`src/rtl/spau_pkg.sv`:
```
`default_nettype none
package spau_pkg;

   localparam int NUM_CENTERS = 64;
   localparam int IDX_BITS    = $clog2(NUM_CENTERS);
   localparam int ADDR_BITS   = IDX_BITS + 1;
   localparam int COORD_BITS  = 10;
   localparam int LABEL_BITS  = 6;
   localparam int DIV_STEPS   = 30;
   localparam int DIVC_BITS   = $clog2(DIV_STEPS + 1);
   localparam int DIV_LANES   = 5;

   localparam logic [1:0] OP_LOAD     = 2'd0;
   localparam logic [1:0] OP_CLASSIFY = 2'd1;
   localparam logic [1:0] OP_UPDATE   = 2'd2;

   localparam logic CSR_GRID_STEP   = 1'b0;
   localparam logic CSR_COMPACTNESS = 1'b1;

   typedef enum logic [3:0] {
      ST_IDLE, ST_PREP, ST_SCAN, ST_DRAIN, ST_ACC_RD, ST_ACC_WR,
      ST_UPD_RD, ST_UPD_CHK, ST_UPD_DIV, ST_UPD_WR, ST_FINISH
   } state_type;

   typedef struct packed {
      logic                 accept;
      logic                 prep;
      logic                 scan_issue;
      logic [IDX_BITS-1:0]  addr;
      logic                 acc_rd;
      logic                 acc_from_best;
      logic                 acc_wr;
      logic                 div_start;
      logic                 div_step;
      logic                 upd_wr;
      logic                 rsp_load;
      logic                 rsp_classify;
   } cmd_type;

   typedef struct packed {
      logic pipe_busy;
      logic count_zero;
   } status_type;

endpackage
`default_nettype wire

```
`src/rtl/spau_ctrl.sv`:
```
`default_nettype none
module spau_ctrl (
   input  wire logic               clock,
   input  wire logic               reset,
   input  wire logic               req_valid,
   input  wire logic [1:0]         req_op,
   output logic                    req_stall,
   output logic                    rsp_valid,
   input  wire logic               rsp_stall,
   output spau_pkg::cmd_type       cmd,
   input  wire spau_pkg::status_type sts
);

   spau_pkg::state_type                state_ff, state_in;
   logic [spau_pkg::ADDR_BITS-1:0]     addr_ff, addr_in;
   logic [spau_pkg::DIVC_BITS-1:0]     divcnt_ff, divcnt_in;
   logic [1:0]                         op_ff, op_in;
   logic                               rsp_valid_ff, rsp_valid_in;
   logic                               last_addr;
   logic                               out_free;

   assign last_addr = (addr_ff == spau_pkg::ADDR_BITS'(spau_pkg::NUM_CENTERS - 1));
   assign out_free  = !rsp_valid_ff || !rsp_stall;
   assign req_stall = (state_ff != spau_pkg::ST_IDLE);
   assign rsp_valid = rsp_valid_ff;

   always_comb begin
      state_in = state_ff;
      case (state_ff)
         spau_pkg::ST_IDLE: begin
            if (req_valid) begin
               case (req_op)
                  spau_pkg::OP_CLASSIFY: state_in = spau_pkg::ST_PREP;
                  spau_pkg::OP_UPDATE:   state_in = spau_pkg::ST_UPD_RD;
                  default:               state_in = spau_pkg::ST_FINISH;
               endcase
            end
         end
         spau_pkg::ST_PREP:    state_in = spau_pkg::ST_SCAN;
         spau_pkg::ST_SCAN:    if (last_addr) state_in = spau_pkg::ST_DRAIN;
         spau_pkg::ST_DRAIN:   if (!sts.pipe_busy) state_in = spau_pkg::ST_ACC_RD;
         spau_pkg::ST_ACC_RD:  state_in = spau_pkg::ST_ACC_WR;
         spau_pkg::ST_ACC_WR:  state_in = spau_pkg::ST_FINISH;
         spau_pkg::ST_UPD_RD:  state_in = spau_pkg::ST_UPD_CHK;
         spau_pkg::ST_UPD_CHK: begin
            state_in = sts.count_zero ? spau_pkg::ST_UPD_WR : spau_pkg::ST_UPD_DIV;
         end
         spau_pkg::ST_UPD_DIV: begin
            if (divcnt_ff == spau_pkg::DIVC_BITS'(spau_pkg::DIV_STEPS - 1))
               state_in = spau_pkg::ST_UPD_WR;
         end
         spau_pkg::ST_UPD_WR:  state_in = last_addr ? spau_pkg::ST_FINISH : spau_pkg::ST_UPD_RD;
         spau_pkg::ST_FINISH:  if (out_free) state_in = spau_pkg::ST_IDLE;
         default:              state_in = spau_pkg::ST_IDLE;
      endcase
   end

   always_comb begin
      cmd              = '0;
      cmd.addr         = addr_ff[spau_pkg::IDX_BITS-1:0];
      cmd.rsp_classify = (op_ff == spau_pkg::OP_CLASSIFY);
      addr_in          = addr_ff;
      divcnt_in        = divcnt_ff;
      op_in            = op_ff;
      rsp_valid_in     = rsp_valid_ff && rsp_stall;
      case (state_ff)
         spau_pkg::ST_IDLE: begin
            cmd.accept = req_valid;
            addr_in    = '0;
            if (req_valid) op_in = req_op;
         end
         spau_pkg::ST_PREP: cmd.prep = 1'b1;
         spau_pkg::ST_SCAN: begin
            cmd.scan_issue = 1'b1;
            addr_in        = addr_ff + 1'b1;
         end
         spau_pkg::ST_ACC_RD: begin
            cmd.acc_rd        = 1'b1;
            cmd.acc_from_best = 1'b1;
         end
         spau_pkg::ST_ACC_WR: cmd.acc_wr = 1'b1;
         spau_pkg::ST_UPD_RD: cmd.acc_rd = 1'b1;
         spau_pkg::ST_UPD_CHK: begin
            cmd.div_start = 1'b1;
            divcnt_in     = '0;
         end
         spau_pkg::ST_UPD_DIV: begin
            cmd.div_step = 1'b1;
            divcnt_in    = divcnt_ff + 1'b1;
         end
         spau_pkg::ST_UPD_WR: begin
            cmd.upd_wr = 1'b1;
            addr_in    = addr_ff + 1'b1;
         end
         spau_pkg::ST_FINISH: begin
            if (out_free) begin
               cmd.rsp_load = 1'b1;
               rsp_valid_in = 1'b1;
            end
         end
         default: ;
      endcase
   end

   always_ff @(posedge clock) begin
      if (reset) begin
         state_ff     <= spau_pkg::ST_IDLE;
         addr_ff      <= '0;
         divcnt_ff    <= '0;
         op_ff        <= spau_pkg::OP_LOAD;
         rsp_valid_ff <= 1'b0;
      end else begin
         state_ff     <= state_in;
         addr_ff      <= addr_in;
         divcnt_ff    <= divcnt_in;
         op_ff        <= op_in;
         rsp_valid_ff <= rsp_valid_in;
      end
   end

endmodule
`default_nettype wire

```
`config.mk`:
```
export PLATFORM = sky130hd
export DESIGN_NAME = spau_ctrl
export DESIGN_NICKNAME = d
export VERILOG_FILES = /design/src/rtl/spau_pkg.sv /design/src/rtl/spau_ctrl.sv
export SDC_FILE = /design/constraint.sdc
export NUM_CORES = 1
export LEC_CHECK = 0
export BUFFER_PORTS_ARGS = -buffer_cell sky130_fd_sc_hd__buf_2
export CORE_ASPECT_RATIO = 1.25
export CORE_UTILIZATION = 35
export DETAILED_ROUTE_END_ITERATION = 12
export PLACE_DENSITY_LB_ADDON = 0.2
export RECOVER_POWER = 50
export SLEW_MARGIN = 10
export SYNTH_ARGS = -nofsm -noshare
export SYNTH_HDL_FRONTEND = slang
export SYNTH_SLANG_ARGS = --single-unit
```
`constraint.sdc`:
```
create_clock -name clock -period 2.4 [get_ports clock]
set_clock_uncertainty 0.2 [all_clocks]
set_input_delay 0.12 -clock clock [delete_from_list [all_inputs] [get_ports clock]]
set_output_delay 0.12 -clock clock [all_outputs]
set_load 0.01 [all_outputs]
```
* Word-level counts from Yosys, hierarchy flattened
Cells that the tools add are included. Widths: inputs -> output; s select.
Storage, ports and cells: register bits after elaboration 19, input port bits 8, output and inout bits 19, word-level logic and storage cells 63
Cells by class: add/subtract/negate cells 2, equality and inequality tests 20, mux-type cells 24, reduce and logical (&&, ||, !) cells 12
Operators by type and width (count):
- $pmux 4 s11 | 1
- $mux 4 | 6
- $eq 4x3->1 const B | 4
- $mux 1 | 14
- $pmux 7 s2 | 1
- $eq 4x4->1 const B | 3
- $ne 2x2->1 const B | 5
- $pmux 5 s2 | 1
- $eq 4x2->1 const B | 2
- $pmux 4 s2 | 1
- $add 7x1->7 const B | 1
- $eq 7x6->1 const B | 1
- $add 5x1->5 const B | 1
- $eq 5x5->1 const B | 1
- $reduce_and 5->1 | 1
- $eq 2x1->1 const B | 2
- $eq 4x1->1 const B | 1
- $logic_not 4->1 | 1
- $reduce_bool 2->1 | 2
- $reduce_bool 4->1 | 1
- $reduce_or 2->1 | 2
- $eq 2x2->1 const B | 1
- $logic_not 1->1 | 2
- $reduce_and 2->1 | 1
- other kinds (2) | 2

* Depth between registers and ports, before layout
Gate-level depths: netlist of the first run.
depth after elaboration 4, mapped depth 6, mapped depth without buffers 6

* Worst setup path after synthesis of the first run
OpenSTA, ideal clock, no wires.
path kind reg2reg, start point reg state_ff[1], end point reg state_ff[0], library setup time 135 ps, arrival time 1570 ps, required time 2065 ps, setup slack 495 ps, stages on the path, launching flop included 6, cells stage by stage dfxtp_1 > clkbuf_1 > nor4b_1 > o21ai_0 > nand4_1 > a211oi_1
Between the ends: cells in the longest elaborated chain, start to end 3, elaborated cells on any way between the ends 18, classes of those cells eq/ne: 15; mux: 1; reduce/logical: 2
RTL lines:
- start: declaration | RTL line spau_ctrl.sv:14 | spau_pkg::state_type state_ff, state_in;
- start signal: assignment | RTL line spau_ctrl.sv:107 | state_ff <= spau_pkg::ST_IDLE;
- start signal: assignment | RTL line spau_ctrl.sv:113 | state_ff <= state_in;
- $eq 4x4->1, or another cell as far along | RTL line spau_ctrl.sv:29 | case (state_ff)
- $ne 2x2->1 (no source line)
- $reduce_and 5->1 (no source line)
Parallel ways exist; a longest one is shown, timed or not. A chain may end at the register's enable or synchronous reset.

* Final worst setup path of the first run
start point reg state_ff[3], end point reg addr_ff[3] in the netlist's numbering
Between the ends: cells in the longest elaborated chain, start to end 3, elaborated cells on any way between the ends 6, classes of those cells eq/ne: 2; mux: 1; reduce/logical: 3
RTL lines:
- $eq 4x4->1 / $eq 4x2->1 (equally long branches) | RTL line spau_ctrl.sv:66 | case (state_ff)
- $reduce_or 2->1 (no source line)
- $pmux 7 s2 / $reduce_bool 2->1 (equally long branches)
- end signal: assignment | RTL line spau_ctrl.sv:114 | addr_ff <= addr_in;
- end: declaration | RTL line spau_ctrl.sv:15 | logic [spau_pkg::ADDR_BITS-1:0] addr_ff, addr_in;
Parallel ways exist; a longest one is shown, timed or not.

==> results.ini, run 1 <==
[setup_path]
cp_slowest_stage_delay_ns = 0.44
cp.required_ns = 2.40
path_class = flip-flop to flip-flop
crit_path_end_kind = flip-flop
worstPathMaxFanout = 13
crit_buf_inv = 0
crit_path_top_delay_cell = or3b_1
cp-start-kind = flip-flop
crit_family = simple AND/OR/NAND/NOR gates
path_cells = or3b_1 > a211oi_1 > mux2_2 > nor2_1
cp.arrival_ns = 2.04

[logic_synthesis]
synth-main-ff-cell = dfxtp_1
avgSynthCellArea_sq_um = 8.03
synth_cell_type_count = 48
async_reset_ff_frac = 0
yosysMostFrequentCell = dfxtp_1
synth.top_cell.area_share = 0.300
synth_area_leaders = dfxtp_1 30%, ha_1 5.9%, a21oi_1 5.5%, nand3_1 3.9%, buf_4 3.6%
yosysTopAreaCell = dfxtp_1
synth_area_sq_mm = 0.00127
seq_area_frac_synth = 0.300
synth_top_cells_by_count = 19 x dfxtp_1, 14 x a21oi_1, 11 x nor2_1, 10 x nand3_1, 8 x nand2_1
synth_nets = 172
synth_seq_cells = 19
synth-edff-count = 0
synthCells = 158
yosys_warnings = 0

[min_path]
hold_class = input port to flip-flop

[timing]
tns_ns = 0
tightest_slew_ns = 0.436
rsz0062_at_grt = false
setup_violations = 0
period_share = 0.850
hold_slack_ns = 0.0550
fin_crit_ns = 2.04
finalHoldViolations = 0
relSlewSlack = 0.707
slew_violations = 0
max_freq_mhz = 490

[global_route]
grt_use_met3 = 0.0336
grtUsageMet1 = 0.164
grt_pass1_wl_um = 4800
grt_busiest_layer = met2
antenna_found_initial = 0
met2_usage = 0.304
grt-ovfl-total = 0
grt_pass1_vias = 1124
grt_start_max_net_pins = 23
grtUsageTotal = 0.154

[floorplan]
core_area_sq_mm = 0.00348
dieArea_sq_mm = 0.00387
die_w_um = 55.9
io_pins = 27
initial_core_util = 0.364
die_y_um = 69.3
num_rows = 24

[clocking]
cts_buffers = 3
cts_buffer_depth = 2
clkLatencyLatePin_ns = 0.26
cts_setup_buffers = 0
clock_sinks = 19
root_buffer = clkbuf_8
hold_buffers = 6
clk_pin_slew_worst_paths_ns = 0.07
cts-resized-gates = 0
cts_tree = yes
htreeDepth = 1

[run]
drv_cap = 0

[layout]
area_growth_pct = 17.0
drive_gt1_frac = 0.158
nNetsFinal = 199
diodes = 0

[drt]
detail_route.wl_per_cell_um = 13.0
via_per_inst = 5.41
num_vias = 1207
drtPass1Iterations = 4
drt_iter0_markers = 28
drc = 0
postRouteAntennaNets = 0
wirelength_um = 2900

[power_and_ir_drop]
p_leak_nw = 0.564
powerDensity_mw_per_mm2 = 920
peakVddDrop_mv = 0.484

[placement]
gp_congestion = 0.778
dpl.hpwl_um = 2170
port_buffers = 26

[run_status]
run_status = finished clean

## where the power goes
group	internal [mW]	switching, mW
registers	0.364	0.0694
clock network	0.118	0.109
logic	0.316	0.388
## kinds of logic (layout without fill, tap and decap cells)
logic type      after synthesis  in the layout  synth area share
simple gates                 65             65             0.297
fa+ha+maj                     6              6            0.0592
buf+inv                      21             47            0.0828
xor+xnor                      2              2            0.0138
mux                           4              4            0.0335
flops                        19             19             0.300
compound gates               41             41             0.214
## metal layers
layer | up-vias | wire (um) | part of all wire
met5 | - | 0 | 0
met4 | 0 | 28 | 0.0096
met3 | 4 | 97 | 0.033
met2 | 20 | 1550 | 0.53
met1 | 563 | 1230 | 0.42
li1 | 620 | - | -
## layout make-up
| type | instances | area [sq um] |
|---|---|---|
| fill | 389 | 2000 |
| multi-input combinational | 118 | 777 |
| sequential | 19 | 380 |
| timing repair buffer | 38 | 214 |
| tap | 39 | 48.8 |
| clock buffer | 4 | 45.0 |
| inverter | 5 | 18.8 |
## state kept, by name (all words and copies together) (netlist names)
signal	count
state_ff	4
rsp_valid	1
divcnt_ff	5
addr_ff	7
op_ff	2
## layout by cell type (no fill, tap or decap), drive strengths merged, types with 2 or more instances in the layout
master       Yosys  layout
mux2             2       2
nor2b            5       5
nand4            3       3
inv              5       5
dfxtp           19      19
nand2            8       8
nand3b           3       3
nor2            11      11
a21boi           2       2
nand3           10      10
nand2b           6       6
nor3             5       5
dlygate4sd3      0       6
clkbuf           7      17
nor4b            3       3
a21oi           14      14
mux2i            2       2
a211oi           5       5
o21ai            7       7
buf              9      19
xor2             2       2
ha               6       6
or3              2       2
## path summary, 6_finish.rpt
check	end	cells after the start	start	slack [ns]
worst max-delay path	addr_ff[3]$_SDFFE_PP0P_	4	state_ff[3]$_SDFFE_PP0P_	0.36
worst min-delay path	rsp_valid$_SDFF_PP0_	2	reset	0.06
worst max register to register	addr_ff[3]$_SDFFE_PP0P_	4	state_ff[3]$_SDFFE_PP0P_	0.36
worst min register to register	op_ff[0]$_SDFFE_PP0P_	2	op_ff[0]$_SDFFE_PP0P_	0.26
## stage by stage
stage	util	cells	cell area [sq um]	power, mW	worst slack [ns]
after CTS	0.434	223	1510	1.40	0.363
final	0.426	223	1480	1.37	0.361
after global routing	0.426	223	1480	1.49	0.260
after global placement	0.404	213	1410	1.14	0.474
after detailed placement	0.404	213	1410	1.15	0.381
after floorplan	-	158	1270	0.947	0.495
(Power assumes the default switching activity.)
==> inputs of run 2 (changes only) <==
- clock period: 2.4 -> 2.13 ns (I/O delays scaled with it)
==> results.ini, run 2 (synthesis results as in run 1) <==
[setup_path]
crit_path_end_kind = flip-flop
cp.arrival_ns = 1.98
path_class = flip-flop to flip-flop
cp-start-kind = flip-flop
cp.required_ns = 2.13
worstPathMaxFanout = 22

[placement]
port_buffers = 26
dpl.hpwl_um = 2140
gp_congestion = 0.756

[run]
drv_cap = 0

[global_route]
antenna_found_initial = 0
met2_usage = 0.289
grtUsageMet1 = 0.171
grt_pass1_vias = 1106
grt_busiest_layer = met2
grt_pass1_wl_um = 4840
grt-ovfl-total = 0
grt_start_max_net_pins = 23
grtUsageTotal = 0.154
grt_use_met3 = 0.0354

[layout]
area_growth_pct = 18.7
nNetsFinal = 200
largest_reg_flops = 7
mostFrequentLayoutCell = dfxtp_1
diodes = 0
fillers = 365
drive_gt1_frac = 0.200
final_cell_mix = 19 x dfxtp_1, 17 x buf_2, 14 x a21oi_1
top_register = addr_ff
reg_top3 = addr_ff x7, divcnt_ff x5, state_ff x4

[floorplan]
core_area_sq_mm = 0.00348
die_w_um = 55.9
io_pins = 27
die_y_um = 69.3
num_rows = 24
dieArea_sq_mm = 0.00387
initial_core_util = 0.364

[timing]
tns_ns = 0
setup_violations = 0
relSlewSlack = 0.703
rsz0062_at_grt = false
max_freq_mhz = 503
fin_crit_ns = 1.99
tightest_slew_ns = 0.439
finalHoldViolations = 0
slew_violations = 0
period_share = 0.934
hold_slack_ns = 0.0315

[drt]
via_per_inst = 5.35
drt_iter0_markers = 47
wirelength_um = 2860
drtPass1Iterations = 4
detail_route.wl_per_cell_um = 12.8
postRouteAntennaNets = 0
num_vias = 1199
drc = 0

[power_and_ir_drop]
p_leak_nw = 0.588
peakVddDrop_mv = 0.538
powerDensity_mw_per_mm2 = 1040

[clocking]
root_buffer = clkbuf_8
cts_setup_buffers = 0
cts_tree = yes
clkLatencyLatePin_ns = 0.26
htreeDepth = 1
clk_pin_slew_worst_paths_ns = 0.08
clock_sinks = 19
cts_buffers = 3
cts_buffer_depth = 2

[min_path]
hold_class = input port to flip-flop

[run_status]
run_status = finished clean

==> run 2: cell types whose count changed in the layout (fill, tap and decap cells not counted), sizes merged <==
| cell | previous run | this run |
|---|---|---|
| dlygate4sd3 | 6 | 5 |
| buf | 19 | 24 |
| clkbuf | 17 | 13 |
| clkinvlp | 0 | 1 |
==> run 2: worst max-delay path, cell delays in order (launching register included) <==
cell	delay, ns
dfxtp_1	0.32
buf_4	0.20
nor4_2	0.28
buf_4	0.18
nand3_1	0.07
dlygate4sd3_1	0.55
a21oi_1	0.12
==> run 2: metrics by stage <==
stage          power (mW)  area (sq um)  utilization  worst slack (ns)  instances
2_1_floorplan        1.07          1270            -             0.225        158
3_3_place_gp         1.29          1420        0.408             0.301        215
3_5_place_dp         1.30          1420        0.408             0.249        215
4_1_cts              1.59          1520        0.436            0.0233        224
5_1_grt              1.70          1510        0.432            0.0397        224
6_report             1.57          1510        0.432             0.141        224
==> run 2: where the power goes <==
part | total [mW] | internal, mW | switching (mW)
Sequential | 0.470 | 0.410 | 0.0601
Clock | 0.264 | 0.132 | 0.132
Combinational | 0.835 | 0.372 | 0.463
==> run 2: layer usage <==
layer,up-vias,wire (um)
li1,621,-
met2,20,1420
met4,0,44
met5,-,0
met3,6,88
met1,552,1300
==> run 2: area by class of cell <==
type                    instances  area (sq um)  area share
multi-input cells             118           783       0.520
flip-flops and latches         19           380       0.252
repair buffers                 39           226       0.150
well taps                      39          48.8      0.0324
clock buffers                   3          41.3      0.0274
inverters                       5          18.8      0.0125
clock inverters                 1          7.51     0.00498
==> run 2: repair_timing <==
action / 4_1_cts / 5_1_grt
endpoints found under the hold margin: 4 / 0
setup endpoints to repair: 0 / 1
hold buffers: 5 / 0
resized for setup: 0 / 1
==> run 2: final timing paths <==
path	end	start	cells past startpoint	slack, ns
worst max-delay path	op_ff[0]$_SDFFE_PP0P_	state_ff[1]$_SDFFE_PP0P_	6	0.14
worst min-delay path	rsp_valid$_SDFF_PP0_	reset	2	0.03
worst max register to register	op_ff[0]$_SDFFE_PP0P_	state_ff[1]$_SDFFE_PP0P_	6	0.14
worst min register to register	op_ff[0]$_SDFFE_PP0P_	op_ff[0]$_SDFFE_PP0P_	2	0.27
==> inputs of run 3 (changes only) <==
- ABC_AREA: default -> 1
==> results.ini, run 3 <==
[timing]
period_share = 0.912
finalHoldViolations = 1
fin_crit_ns = 1.94
rsz0062_at_grt = false
relSlewSlack = 0.758
slew_violations = 0
setup_violations = 0
max_freq_mhz = 515
tightest_slew_ns = 0.363
hold_slack_ns = -0.000509
tns_ns = 0

[layout]
top_register = addr_ff
area_growth_pct = 18.0
final_cell_mix = 37 x nand2_1, 24 x nor2_1, 19 x dfxtp_1
largest_reg_flops = 7
diodes = 0
design_area_sq_mm = 0.00140
reg_top3 = addr_ff x7, divcnt_ff x5, state_ff x4
nNetsFinal = 221
stdcell_count = 243
mostFrequentLayoutCell = nand2_1
drive_gt1_frac = 0.194

[clocking]
clock_sinks = 19
cts_setup_buffers = 0
cts_buffers = 3
clk_pin_slew_worst_paths_ns = 0.08
htreeDepth = 1
clkLatencyLatePin_ns = 0.26
cts_tree = yes
root_buffer = clkbuf_8
cts_buffer_depth = 2

[floorplan]
initial_core_util = 0.369
die_y_um = 67.2
die_w_um = 54.1
core_area_sq_mm = 0.00322
dieArea_sq_mm = 0.00363
io_pins = 27
num_rows = 23

[placement]
dp.cells = 234
port_buffers = 26
dpl_cell_area_sq_mm = 0.00132
gp_congestion = 0.854
dpl.hpwl_um = 2310

[run]
drv_cap = 0

[power_and_ir_drop]
powerDensity_mw_per_mm2 = 1060
combPwrFrac = 0.505
peakVddDrop_mv = 0.521
p_sw_frac = 0.464
power.switching_uw = 692
power.share.clock = 0.175
cell_internal_pwr_uw = 799
pwr-share-seq = 0.320
p_leak_nw = 0.626

[global_route]
grt-ovfl-total = 0
grtUsageTotal = 0.183
grt_start_max_net_pins = 14
grt_pass1_wl_um = 4800
antenna_found_initial = 0
grt_pass1_vias = 1077

[setup_path]
crit_path_end_kind = flip-flop
path_class = flip-flop to flip-flop
ff2ff_path_depth = 7
cp.arrival_ns = 1.89
worstPathMaxFanout = 6
cp.required_ns = 2.08
cp-start-kind = flip-flop

[drt]
via_per_inst = 4.93
drc = 0
drt_iter0_markers = 26
drtPass1Iterations = 4
num_vias = 1198
detail_route.wl_per_cell_um = 11.9
postRouteAntennaNets = 0
wirelength_um = 2900

[logic_synthesis]
synth_area_leaders = dfxtp_1 32%, nand2_1 11%, nor2_1 7.9%, a21oi_1 7.2%, ha_1 6.3%
synth-edff-count = 0
synth_seq_cells = 19
synthCells = 178
synth_cell_type_count = 24
synth_nets = 192
seq_area_frac_synth = 0.320
yosysTopAreaCell = dfxtp_1
yosys_warnings = 0
synth_top_cells_by_count = 35 x nand2_1, 25 x nor2_1, 19 x dfxtp_1, 17 x a21oi_1, 17 x inv_1
avgSynthCellArea_sq_um = 6.68
synth_area_sq_mm = 0.00119
async_reset_ff_frac = 0
yosysMostFrequentCell = nand2_1
synth.top_cell.area_share = 0.320
synth-main-ff-cell = dfxtp_1

[min_path]
hold_class = input port to flip-flop
hold_path_depth = 2

[run_status]
failed_checks = hold timing
run_status = finished, violations left

## run 3: cell types whose count changed after synthesis, sizes merged, moves of 3 or more
| cell | before | now |
|---|---|---|
| nor2 | 11 | 32 |
| buf | 9 | 6 |
| nand3 | 10 | 14 |
| a21oi | 14 | 18 |
| nor4b | 3 | 0 |
| nand2 | 8 | 42 |
| clkbuf | 7 | 1 |
| o21ai | 7 | 10 |
| nand2b | 6 | 0 |
| nor2b | 5 | 0 |
| inv | 5 | 21 |
| a211oi | 5 | 0 |
## run 3: per-layer routing
layer / part of all wire / vias to the layer above / global-route usage / wire length [um]
li1: - / 627 / - / -
met1: 0.44 / 547 / 0.223 / 1290
met2: 0.50 / 22 / 0.319 / 1450
met3: 0.047 / 2 / 0.0360 / 137
met4: 0.0069 / 0 / 0.0481 / 20
met5: 0 / - / 0 / 0
## run 3: worst max-delay path, stage by stage, from the launching register on
cell           delay [ns]
dfxtp_1              0.37
nor2_4               0.18
nand2_2              0.14
inv_2                0.13
nand2_2              0.07
o21ai_0              0.15
a21oi_1              0.05
dlygate4sd3_1        0.55
## run 3: final timing paths
kind	slack [ns]	start	end
hold reg to reg	0.29	addr_ff[6]$_SDFFE_PP0P_	addr_ff[6]$_SDFFE_PP0P_
setup reg to reg	0.19	state_ff[2]$_SDFFE_PP0P_	op_ff[0]$_SDFFE_PP0P_
hold / removal	-0.0005	reset	divcnt_ff[1]$_SDFFE_PP0P_
setup / recovery	0.19	state_ff[2]$_SDFFE_PP0P_	op_ff[0]$_SDFFE_PP0P_
## run 3: layout make-up
| type | count | area, sq um |
|---|---|---|
| multi-input cells | 131 | 683 |
| clock buffers | 3 | 41.3 |
| fillers | 376 | 1820 |
| clock inverters | 1 | 5.00 |
| well taps | 37 | 46.3 |
| inverters | 21 | 78.8 |
| flip-flops and latches | 19 | 380 |
| repair buffers | 31 | 168 |
## run 3: kinds of logic after synthesis
family,count (synthesis),synth area share
AOI/OAI and AO/OA,31,0.145
adders and majority gates,6,0.0632
buffers and inverters,28,0.107
DFF,19,0.320
and+or+nand+nor,94,0.364
## run 3: power groups by stage
stage	clock network (mW)	logic, mW	registers, mW
after detailed placement	0	0.747	0.482
after global placement	0	0.732	0.480
after global routing	0.282	0.853	0.488
after CTS	0.267	0.764	0.473
after floorplan	0	0.560	0.471
final	0.261	0.752	0.478
## run 3: what timing repair did
item,4_1_cts,5_1_grt
endpoints found under the hold margin,4,0
setup endpoints to repair,0,1
gates resized for setup,0,2
hold buffers,5,0
## run 3: metrics by stage
step	power [mW]	setup slack, ns	utilization
6_report	1.49	0.187	0.435
5_1_grt	1.62	0.0301	0.435
4_1_cts	1.50	0.118	0.438
3_5_place_dp	1.23	0.472	0.408
3_3_place_gp	1.21	0.530	0.408
2_1_floorplan	1.03	0.616	-
